--- src/sv/entropy_mixed_lcg_byte_source_assert.svh ---
// Assertion macros for the entropy byte source, clocked on clock and reset.
`ifndef ENTROPY_MIXED_LCG_BYTE_SOURCE_ASSERT_SVH
`define ENTROPY_MIXED_LCG_BYTE_SOURCE_ASSERT_SVH

`ifndef SYNTHESIS

// check a property outside of reset
`define EMLBS_ASSERT(lbl, prop, msg) \
   lbl: assert property (@(posedge clock) disable iff (reset) prop) else $error(msg);

// check a property at every edge, reset included
`define EMLBS_ASSERT_NR(lbl, prop, msg) \
   lbl: assert property (@(posedge clock) prop) else $error(msg);

`else

`define EMLBS_ASSERT(lbl, prop, msg)
`define EMLBS_ASSERT_NR(lbl, prop, msg)

`endif

`endif

--- src/sv/emlbs_pkg.sv ---
// Shared constants, state and command types of the entropy byte source.
package emlbs_pkg;

   // field widths
   localparam int BYTE_COUNT_W = 9;
   localparam int NSEC_W       = 30;

   // default read clamp
   localparam int MAX_READ_BYTES_DEF = 256;

   // generator constants
   localparam logic [31:0] LCG_MULT = 32'd1103515245;
   localparam logic [63:0] LCG_MIX  = 64'd16807;

   // result size of a full word
   localparam logic [2:0] FULL_BYTES = 3'd4;

   typedef enum logic [2:0] {
      ST_IDLE,
      ST_MUL,
      ST_ADD,
      ST_MAG,
      ST_FOLD,
      ST_FIN
   } state_type;

   typedef struct packed {
      logic load_event;
      logic load_read;
      logic mul_en;
      logic add_en;
      logic mag_en;
      logic fold_en;
      logic fin_en;
   } ctrl_cmd_type;

   typedef struct packed {
      logic req_nonempty;
      logic out_free;
      logic more_after;
   } dp_status_type;

endpackage

--- src/sv/emlbs_ctrl.sv ---
// Sequencer for event capture and the per-word generator steps.
`include "entropy_mixed_lcg_byte_source_assert.svh"

module emlbs_ctrl (
   input  logic                    clock,
   input  logic                    reset,
   input  logic                    req_valid,
   input  logic                    req_command,
   input  logic                    req_sample_flag,
   output logic                    req_stall,
   input  emlbs_pkg::dp_status_type sts,
   output emlbs_pkg::ctrl_cmd_type  cmd
);

   emlbs_pkg::state_type state_ff;
   emlbs_pkg::state_type state_in;

   // hold state
   always_ff @(posedge clock) begin
      if (reset) begin
         state_ff <= emlbs_pkg::ST_IDLE;
      end else begin
         state_ff <= state_in;
      end
   end

   // decode next state and datapath commands
   always_comb begin
      state_in  = state_ff;
      cmd       = '0;
      req_stall = reset | (state_ff != emlbs_pkg::ST_IDLE);
      case (state_ff)
         emlbs_pkg::ST_IDLE: begin
            if (req_valid && !reset) begin
               if (req_command) begin
                  cmd.load_read = 1'b1;
                  if (sts.req_nonempty) begin
                     state_in = emlbs_pkg::ST_MUL;
                  end
               end else begin
                  cmd.load_event = req_sample_flag;
               end
            end
         end
         emlbs_pkg::ST_MUL: begin
            cmd.mul_en = 1'b1;
            state_in   = emlbs_pkg::ST_ADD;
         end
         emlbs_pkg::ST_ADD: begin
            cmd.add_en = 1'b1;
            state_in   = emlbs_pkg::ST_MAG;
         end
         emlbs_pkg::ST_MAG: begin
            cmd.mag_en = 1'b1;
            state_in   = emlbs_pkg::ST_FOLD;
         end
         emlbs_pkg::ST_FOLD: begin
            cmd.fold_en = 1'b1;
            state_in    = emlbs_pkg::ST_FIN;
         end
         emlbs_pkg::ST_FIN: begin
            // wait for room in the output register
            if (sts.out_free) begin
               cmd.fin_en = 1'b1;
               state_in   = sts.more_after ? emlbs_pkg::ST_MUL : emlbs_pkg::ST_IDLE;
            end
         end
         default: begin
            state_in = emlbs_pkg::ST_IDLE;
         end
      endcase
   end

   `EMLBS_ASSERT(a_fin_waits, (state_ff == emlbs_pkg::ST_FIN) && !sts.out_free |=> (state_ff == emlbs_pkg::ST_FIN), "word finish left while output busy")
   `EMLBS_ASSERT(a_next_word, (state_ff == emlbs_pkg::ST_FIN) && sts.out_free && sts.more_after |=> (state_ff == emlbs_pkg::ST_MUL), "next word of a read not started")
   `EMLBS_ASSERT(a_empty_read, cmd.load_read && !sts.req_nonempty |=> (state_ff == emlbs_pkg::ST_IDLE), "empty read started word generation")
   `EMLBS_ASSERT_NR(a_reset_idle, reset |=> (state_ff == emlbs_pkg::ST_IDLE), "sequencer not idle after reset")

endmodule

--- src/sv/emlbs_datapath.sv ---
// Seed, event state, generator pipeline registers and the result register.
`include "entropy_mixed_lcg_byte_source_assert.svh"

module emlbs_datapath #(
   parameter int MAX_READ_BYTES = emlbs_pkg::MAX_READ_BYTES_DEF
) (
   input  logic                                clock,
   input  logic                                reset,
   input  logic [emlbs_pkg::NSEC_W-1:0]        req_event_nsec,
   input  logic [63:0]                         req_tick_count,
   input  logic [emlbs_pkg::BYTE_COUNT_W-1:0]  req_byte_count,
   input  logic                                rsp_stall,
   output logic                                rsp_valid,
   output logic [31:0]                         rsp_rand_bytes,
   output logic [2:0]                          rsp_byte_valid,
   output logic                                rsp_last,
   input  emlbs_pkg::ctrl_cmd_type              cmd,
   output emlbs_pkg::dp_status_type             sts
);

   localparam int CntW = $clog2(MAX_READ_BYTES + 1);
   localparam int CmpW = (CntW > emlbs_pkg::BYTE_COUNT_W) ? CntW : emlbs_pkg::BYTE_COUNT_W;
   localparam int WrdW = CntW - 2;

   // architectural state
   logic [31:0]                  seed_ff, seed_in;
   logic [emlbs_pkg::NSEC_W-1:0] nsec_ff;
   logic [63:0]                  count_ff;

   // per-read and per-word registers
   logic [63:0]        mix_ff;
   logic signed [63:0] prod_ff, prod_in;
   logic [63:0]        acc_ff;
   logic [47:0]        mag_ff, mag_in;
   logic               neg_ff;
   logic [32:0]        fold_ff;
   logic [WrdW-1:0]    words_left_ff;
   logic [1:0]         lefts_ff;

   // result register
   logic        rsp_valid_ff;
   logic [31:0] rsp_bytes_ff, rsp_bytes_in;
   logic [2:0]  rsp_count_ff, rsp_count_in;
   logic        rsp_last_ff;

   logic [CmpW-1:0] bytes_ext;
   logic [CmpW-1:0] bytes_max;
   logic [CmpW-1:0] bytes_clamp;
   logic [CntW-1:0] nbytes;
   logic [31:0]     seed_sum;
   logic [31:0]     seed_abs;
   logic [47:0]     acc_sh;
   logic            wrap;
   logic [31:0]     red;
   logic [31:0]     red_neg;
   logic [31:0]     word;
   logic            full_word;
   logic            more_after;

   // clamp the request size and split into words and tail bytes
   assign bytes_ext   = CmpW'(req_byte_count);
   assign bytes_max   = CmpW'(MAX_READ_BYTES);
   assign bytes_clamp = (bytes_ext > bytes_max) ? bytes_max : bytes_ext;
   assign nbytes      = bytes_clamp[CntW-1:0];

   // fold the last event time into the seed
   assign seed_sum = seed_ff + 32'(nsec_ff);
   assign seed_abs = seed_sum[31] ? (32'd0 - seed_sum) : seed_sum;

   // signed seed times the multiplier constant
   assign prod_in = $signed(seed_ff) * $signed(emlbs_pkg::LCG_MULT);

   // arithmetic shift by 16 and take the magnitude
   assign acc_sh = acc_ff[63:16];
   assign mag_in = acc_ff[63] ? (48'd0 - acc_sh) : acc_sh;

   // finish the mod 2^32-1 reduction, restore sign, take absolute value
   assign wrap    = fold_ff[32] | (&fold_ff[31:0]);
   assign red     = wrap ? (fold_ff[31:0] + 32'd1) : fold_ff[31:0];
   assign red_neg = 32'd0 - red;
   always_comb begin
      if (neg_ff) begin
         word = red_neg[31] ? red : red_neg;
      end else begin
         word = red[31] ? red_neg : red;
      end
   end

   // shape the result and the following seed
   assign full_word  = (words_left_ff != '0);
   assign more_after = (words_left_ff > WrdW'(1))
                     || ((words_left_ff == WrdW'(1)) && (lefts_ff != 2'd0));
   always_comb begin
      if (full_word) begin
         rsp_bytes_in = {word[31:24], word[15:8], word[23:16], word[7:0]};
         rsp_count_in = emlbs_pkg::FULL_BYTES;
         seed_in      = word;
      end else begin
         rsp_count_in = {1'b0, lefts_ff};
         case (lefts_ff)
            2'd1: begin
               rsp_bytes_in = {word[31:24], 24'd0};
               seed_in      = {word[23:0], 8'd0};
            end
            2'd2: begin
               rsp_bytes_in = {word[31:16], 16'd0};
               seed_in      = {word[15:0], 16'd0};
            end
            2'd3: begin
               rsp_bytes_in = {word[31:8], 8'd0};
               seed_in      = {word[7:0], 24'd0};
            end
            default: begin
               rsp_bytes_in = word;
               seed_in      = word;
            end
         endcase
      end
   end

   // update seed, event state and word counters
   always_ff @(posedge clock) begin
      if (reset) begin
         seed_ff       <= 32'd1;
         nsec_ff       <= '0;
         count_ff      <= '0;
         words_left_ff <= '0;
         lefts_ff      <= '0;
      end else begin
         if (cmd.load_event) begin
            nsec_ff  <= req_event_nsec;
            count_ff <= count_ff + 64'd1;
         end
         if (cmd.load_read) begin
            seed_ff       <= seed_abs;
            words_left_ff <= nbytes[CntW-1:2];
            lefts_ff      <= nbytes[1:0];
         end
         if (cmd.fin_en) begin
            seed_ff <= seed_in;
            if (full_word) begin
               words_left_ff <= words_left_ff - WrdW'(1);
            end else begin
               lefts_ff <= 2'd0;
            end
         end
      end
   end

   // advance the generator pipeline
   always_ff @(posedge clock) begin
      if (cmd.load_read) begin
         mix_ff <= emlbs_pkg::LCG_MIX ^ (count_ff + req_tick_count);
      end
      if (cmd.mul_en) begin
         prod_ff <= prod_in;
      end
      if (cmd.add_en) begin
         acc_ff <= 64'(prod_ff) + mix_ff;
      end
      if (cmd.mag_en) begin
         mag_ff <= mag_in;
         neg_ff <= acc_ff[63];
      end
      if (cmd.fold_en) begin
         fold_ff <= {1'b0, mag_ff[31:0]} + 33'(mag_ff[47:32]);
      end
   end

   // hold the result until its transfer
   always_ff @(posedge clock) begin
      if (reset) begin
         rsp_valid_ff <= 1'b0;
      end else if (cmd.fin_en) begin
         rsp_valid_ff <= 1'b1;
      end else if (!rsp_stall) begin
         rsp_valid_ff <= 1'b0;
      end
   end

   always_ff @(posedge clock) begin
      if (cmd.fin_en) begin
         rsp_bytes_ff <= rsp_bytes_in;
         rsp_count_ff <= rsp_count_in;
         rsp_last_ff  <= !more_after;
      end
   end

   assign rsp_valid      = rsp_valid_ff;
   assign rsp_rand_bytes = rsp_bytes_ff;
   assign rsp_byte_valid = rsp_count_ff;
   assign rsp_last       = rsp_last_ff;

   assign sts.req_nonempty = (req_byte_count != '0);
   assign sts.out_free     = !rsp_valid_ff || !rsp_stall;
   assign sts.more_after   = more_after;

   `EMLBS_ASSERT(a_fin_room, cmd.fin_en |-> sts.out_free, "result overwritten before transfer")
   `EMLBS_ASSERT(a_short_last, rsp_valid_ff && (rsp_count_ff != emlbs_pkg::FULL_BYTES) |-> rsp_last_ff, "tail result not marked last")
   `EMLBS_ASSERT(a_tail_done, cmd.fin_en && !full_word |=> (lefts_ff == 2'd0) && (words_left_ff == '0), "tail word left work pending")
   `EMLBS_ASSERT_NR(a_reset_empty, reset |=> !rsp_valid_ff, "result valid after reset")

endmodule

--- src/sv/entropy_mixed_lcg_byte_source.sv ---
// Top level of the interrupt-fed random byte source.
//
//  channel | ports                                     | direction
//  --------+-------------------------------------------+----------
//  req     | valid, stall, command, sample_flag,       | in
//          | event_nsec, tick_count, byte_count        |
//  rsp     | valid, stall, rand_bytes, byte_valid, last| out
//
// An event transfer is taken at once while idle. A read is loaded when taken,
// then each result word passes the multiply, add, magnitude, fold and finish steps,
// set by the dependent multiply and mod 2^32-1 chain through the seed register.
// A read keeps the input stalled until its last word has finished, stalls included.
// Reset is synchronous and restores seed 1 and clears the event state.
// A stalled result holds the finish step; the last result of a read may wait
// in the output register while the next request is taken.
module entropy_mixed_lcg_byte_source #(
   parameter int MAX_READ_BYTES = emlbs_pkg::MAX_READ_BYTES_DEF
) (
   input  logic                                clock,
   input  logic                                reset,
   input  logic                                req_valid,
   output logic                                req_stall,
   input  logic                                req_command,
   input  logic                                req_sample_flag,
   input  logic [emlbs_pkg::NSEC_W-1:0]        req_event_nsec,
   input  logic [63:0]                         req_tick_count,
   input  logic [emlbs_pkg::BYTE_COUNT_W-1:0]  req_byte_count,
   output logic                                rsp_valid,
   input  logic                                rsp_stall,
   output logic [31:0]                         rsp_rand_bytes,
   output logic [2:0]                          rsp_byte_valid,
   output logic                                rsp_last
);

   emlbs_pkg::ctrl_cmd_type  cmd;
   emlbs_pkg::dp_status_type sts;

   // sequence the steps
   emlbs_ctrl u_ctrl (
      .clock           (clock),
      .reset           (reset),
      .req_valid       (req_valid),
      .req_command     (req_command),
      .req_sample_flag (req_sample_flag),
      .req_stall       (req_stall),
      .sts             (sts),
      .cmd             (cmd)
   );

   // compute words and hold results
   emlbs_datapath #(
      .MAX_READ_BYTES (MAX_READ_BYTES)
   ) u_datapath (
      .clock          (clock),
      .reset          (reset),
      .req_event_nsec (req_event_nsec),
      .req_tick_count (req_tick_count),
      .req_byte_count (req_byte_count),
      .rsp_stall      (rsp_stall),
      .rsp_valid      (rsp_valid),
      .rsp_rand_bytes (rsp_rand_bytes),
      .rsp_byte_valid (rsp_byte_valid),
      .rsp_last       (rsp_last),
      .cmd            (cmd),
      .sts            (sts)
   );

endmodule
--- config.mk ---
export PLATFORM = sky130hd
export DESIGN_NAME = entropy_mixed_lcg_byte_source
export DESIGN_NICKNAME = d
export VERILOG_FILES = /design/src/sv/emlbs_pkg.sv /design/src/sv/emlbs_ctrl.sv /design/src/sv/emlbs_datapath.sv /design/src/sv/entropy_mixed_lcg_byte_source.sv
export VERILOG_INCLUDE_DIRS = /design/src /design/src/sv
export SDC_FILE = /design/constraint.sdc
export NUM_CORES = 2
export LEC_CHECK = 0
export BUFFER_PORTS_ARGS = -buffer_cell sky130_fd_sc_hd__buf_2
export CAP_MARGIN = 20
export CORE_UTILIZATION = 25
export CTS_CLUSTER_SIZE = 14
export DETAILED_ROUTE_END_ITERATION = 6
export GPL_TIMING_DRIVEN = 0
export HOLD_SLACK_MARGIN = 0.06
export PLACE_DENSITY_LB_ADDON = 0.1
export SKIP_CTS_REPAIR_TIMING = 1
export SLEW_MARGIN = 20
export SYNTH_ARGS = -nofsm -noshare
export SYNTH_HDL_FRONTEND = slang
export SYNTH_SLANG_ARGS = --single-unit
--- constraint.sdc ---
create_clock -name clock -period 21 [get_ports clock]
set_input_delay 0 -clock clock [delete_from_list [all_inputs] [get_ports clock]]
set_output_delay 0 -clock clock [all_outputs]
set_load 0.01 [all_outputs]
==> insert_results.sql <==
INSERT INTO impl_metrics (metric_group, metric, value, unit) VALUES
('routing', 'initialDrtViolationCount', '2059', ''),
('finish', 'post_route_cells_drive_above_1_share', '0.0691', ''),
('finish', 'most-common-layout-cells', 'sky130_fd_sc_hd__inv_1, sky130_fd_sc_hd__ha_1, sky130_fd_sc_hd__fa_1, sky130_fd_sc_hd__nand2_1, sky130_fd_sc_hd__a21oi_1', ''),
('finish', 'fillerInstances', '19300', ''),
('clock_tree', 'worstSkewPairLatency', '0.67', 'ns'),
('sta', 'fin_worst_skew', '0.0517', 'ns'),
('grt', 'antenna_found_initial', '6', ''),
('sta', 'final-max-slew-violation-count', '0', ''),
('routing', 'drt-total-wl', '164000', 'um'),
('routing', 'wire_per_inst', '21.4', 'um'),
('worst_setup_path', 'crit_type', 'flip-flop to flip-flop', ''),
('worst_setup_path', 'setup.worst_path.start_class', 'flip-flop', ''),
('yosys', 'synth.lib_cells_used.distinct', '105', ''),
('grt', 'maximum_number_of_pins_on_one_net_before_global_route_repair', '32', ''),
('power_and_ir_drop', 'total_leakage_power', '0.0238', 'uW'),
('yosys', 'netlist_instances', '4811', ''),
('placement', 'dp_hpwl', '139000', 'um'),
('outcome', 'outcome', 'finished clean', ''),
('placement', 'finalWeightedCongestion', '0.878', ''),
('worst_setup_path', 'critPathSlowestCell', 'sky130_fd_sc_hd__clkinv_1', ''),
('yosys', 'synthesis.nets', '5852', ''),
('die', 'num_rows', '157', ''),
('sta', 'report.final.hold_viol_count', '0', ''),
('run', 'max-cap-violations', '0', ''),
('die', 'dieArea', '186000', 'sq um'),
('finish', 'layout-area-overhead-vs-synth', '16.2', '%'),
('yosys', 'synth_enable_flop_cells', '294', ''),
('grt', 'grt_pass1_wl', '243000', 'um'),
('clock_tree', 'cts-htree-levels', '2', ''),
('placement', 'postPlaceCellArea', '50300', 'sq um'),
('finish', 'finish.instance_area', '53500', 'sq um'),
('yosys', 'ys_async_sr_fraction', '0', ''),
('grt', 'global_route.overflow_total', '0', ''),
('worst_setup_path', 'cp.buffers_inverters', '7', ''),
('finish', 'total_area_of_multi_input_combinational_cells', '31400', 'sq um'),
('sta', 'postLayoutSetupSlackWorst', '11.39', 'ns'),
('worst_setup_path', 'critical_path_data_arrival_time', '10.04', 'ns'),
('placement', 'port_buffers', '145', ''),
('worst_setup_path', 'crit_fanout', '11', ''),
('grt', 'gr-usage-all-layers', '0.176', ''),
('sta', 'worst_pin_slew', '1.13', 'ns'),
('sta', 'max_clock_freq', '104', 'MHz'),
('sta', 'tns_setup', '0', 'ns'),
('sta', 'finalCriticalPeriod', '9.61', 'ns'),
('finish', 'final_nets', '6190', ''),
('die', 'floorplan.io_pins', '147', ''),
('routing', 'drt_pre_antenna_iters', '5', ''),
('grt', 'first_global_vias', '36100', ''),
('sta', 'final_min_period_over_clock_period', '0.457', ''),
('die', 'die_height', '431', 'um'),
('clock_tree', 'clockBufferDepth', '3', ''),
('worst_setup_path', 'maximum_single_stage_delay_on_the_critical_path', '0.93', 'ns'),
('placement', 'preCtsSetupSlack', '11.49', 'ns'),
('finish', 'layout_commonest_cell', 'sky130_fd_sc_hd__inv_1', ''),
('clock_tree', 'clock_tree.root_cell', 'sky130_fd_sc_hd__clkbuf_16', ''),
('sta', 'slew-limit-headroom', '0.246', ''),
('worst_setup_path', 'cpLargestDelayFamily', 'adder cells', ''),
('hold_path', 'classification_of_the_worst_slack_hold_path', 'input port to flip-flop', ''),
('clock_tree', 'cts_tree', 'built', ''),
('yosys', 'ys_seq_elements', '433', ''),
('finish', 'seq_area', '11600', 'sq um'),
('routing', 'drcViolationCount', '0', ''),
('die', 'die-width', '431', 'um'),
('worst_setup_path', 'critical_path.endpoint_type', 'flip-flop', ''),
('routing', 'via_count', '35800', ''),
('sta', 'setup_viol_count_final', '0', ''),
('hold_path', 'worstHoldStart', 'req_tick_count[53]', ''),
('clock_tree', 'path_clk_slew', '0.07', 'ns'),
('routing', 'vias_per_cell', '4.67', ''),
('yosys', 'mappedNetlistArea', '46000', 'sq um'),
('routing', 'final_antenna_net_count', '0', '');
## cell families after synthesis
kind of cell | Yosys count | share of synthesized area
and+or+nand+nor | 1121 | 0.120
AOI/OAI and AO/OA | 1031 | 0.148
adders and majority gates | 932 | 0.320
buffers and inverters | 807 | 0.0666
xor gates and xnor gates | 469 | 0.0893
DFF | 433 | 0.252
muxes | 18 | 0.00397
## area by class of cell
class,count,area share
well taps,2464,0.0577
clock buffers,66,0.0279
plain buffers,118,0.00917
flip-flops and latches,433,0.217
multi-input cells,3571,0.587
clock inverters,39,0.0111
repair buffers,280,0.0414
diodes,3,0.000140
inverters,689,0.0484
## worst register-to-register path, delay by kind of cell (launching register included)
kind            cells  cell delay, ns
compound gates      8            1.82
buf+inv             7            2.33
flops               1            0.58
xor+xnor            1            0.27
fa+ha+maj           9            4.18
simple gates        1            0.24
## metrics by stage
| stage | std cells | hold slack (ns) | utilization |
|---|---|---|---|
| 5_1_grt | 7660 | 0.0732 | 0.292 |
| 3_5_place_dp | 7445 | 0.251 | 0.275 |
| 6_report | 7663 | 0.0316 | 0.292 |
| 3_3_place_gp | 7420 | 0.244 | 0.272 |
| 4_1_cts | 7550 | -0.476 | 0.286 |
| 2_1_floorplan | 4811 | 0.136 | - |
## routing by layer
metal  vias up  global-route usage  share of wire
li1      17400                   -              -
met1     17500               0.247           0.48
met2       708               0.285           0.46
met3       173              0.0165          0.034
met4         0              0.0506          0.028
met5         -                   0              0
## power breakdown
part           switching (uW)  internal [uW]  total, uW
registers                57.3           1010       1070
logic                     803            517       1320
clock network             420            672       1090
total                    1280           2200       3480
## path summary, 6_finish.rpt
check,to,slack (ns),depth (start not counted)
worst min register to register,u_datapath.nsec_ff[16]$_SDFFE_PP0P_,0.46,2
worst min-delay path,u_datapath.mix_ff[54]$_DFFE_PP_,0.03,4
worst max-delay path,u_datapath.prod_ff[63]$_DFFE_PP_,11.39,26
worst max register to register,u_datapath.prod_ff[63]$_DFFE_PP_,11.39,26
## cell usage after synthesis, types with 21 or more instances
library cell / count / area [sq um]
sky130_fd_sc_hd__inv_1: 685 / 2570
sky130_fd_sc_hd__ha_1: 524 / 6560
sky130_fd_sc_hd__fa_1: 408 / 8170
sky130_fd_sc_hd__nand2_1: 342 / 1280
sky130_fd_sc_hd__a21oi_1: 304 / 1520
sky130_fd_sc_hd__xnor2_1: 299 / 2620
sky130_fd_sc_hd__edfxtp_1: 294 / 8830
sky130_fd_sc_hd__nor2_1: 284 / 1070
sky130_fd_sc_hd__o21ai_0: 175 / 876
sky130_fd_sc_hd__xor2_1: 170 / 1490
sky130_fd_sc_hd__dfxtp_1: 139 / 2780
sky130_fd_sc_hd__a21o_1: 137 / 1030
sky130_fd_sc_hd__nand3_1: 102 / 510
sky130_fd_sc_hd__clkbuf_1: 96 / 360
sky130_fd_sc_hd__nor3_1: 71 / 355
sky130_fd_sc_hd__nand4_1: 60 / 375
sky130_fd_sc_hd__a31oi_1: 49 / 307
sky130_fd_sc_hd__and3_1: 42 / 263
sky130_fd_sc_hd__a211oi_1: 38 / 285
sky130_fd_sc_hd__o31ai_1: 38 / 285
sky130_fd_sc_hd__nand2b_1: 34 / 213
sky130_fd_sc_hd__nor2b_1: 30 / 188
sky130_fd_sc_hd__or3_1: 26 / 163
sky130_fd_sc_hd__o21bai_1: 24 / 180
sky130_fd_sc_hd__o21a_1: 23 / 173
sky130_fd_sc_hd__o211ai_1: 21 / 158
## sequential cells by signal, indices dropped and copies added (netlist names), 2 cells and up
signal / flops
u_datapath.nsec_ff: 30
u_datapath.prod_ff: 64
u_datapath.seed_ff: 32
u_datapath.count_ff: 64
u_datapath.mag_ff: 48
u_datapath.words_left_ff: 7
u_datapath.rsp_byte_valid: 3
u_datapath.rsp_rand_bytes: 32
u_datapath.acc_ff: 48
u_ctrl.state_ff: 3
u_datapath.lefts_ff: 2
u_datapath.fold_ff: 33
u_datapath.mix_ff: 64
Note: power is estimated with default switching activity, not from simulation.
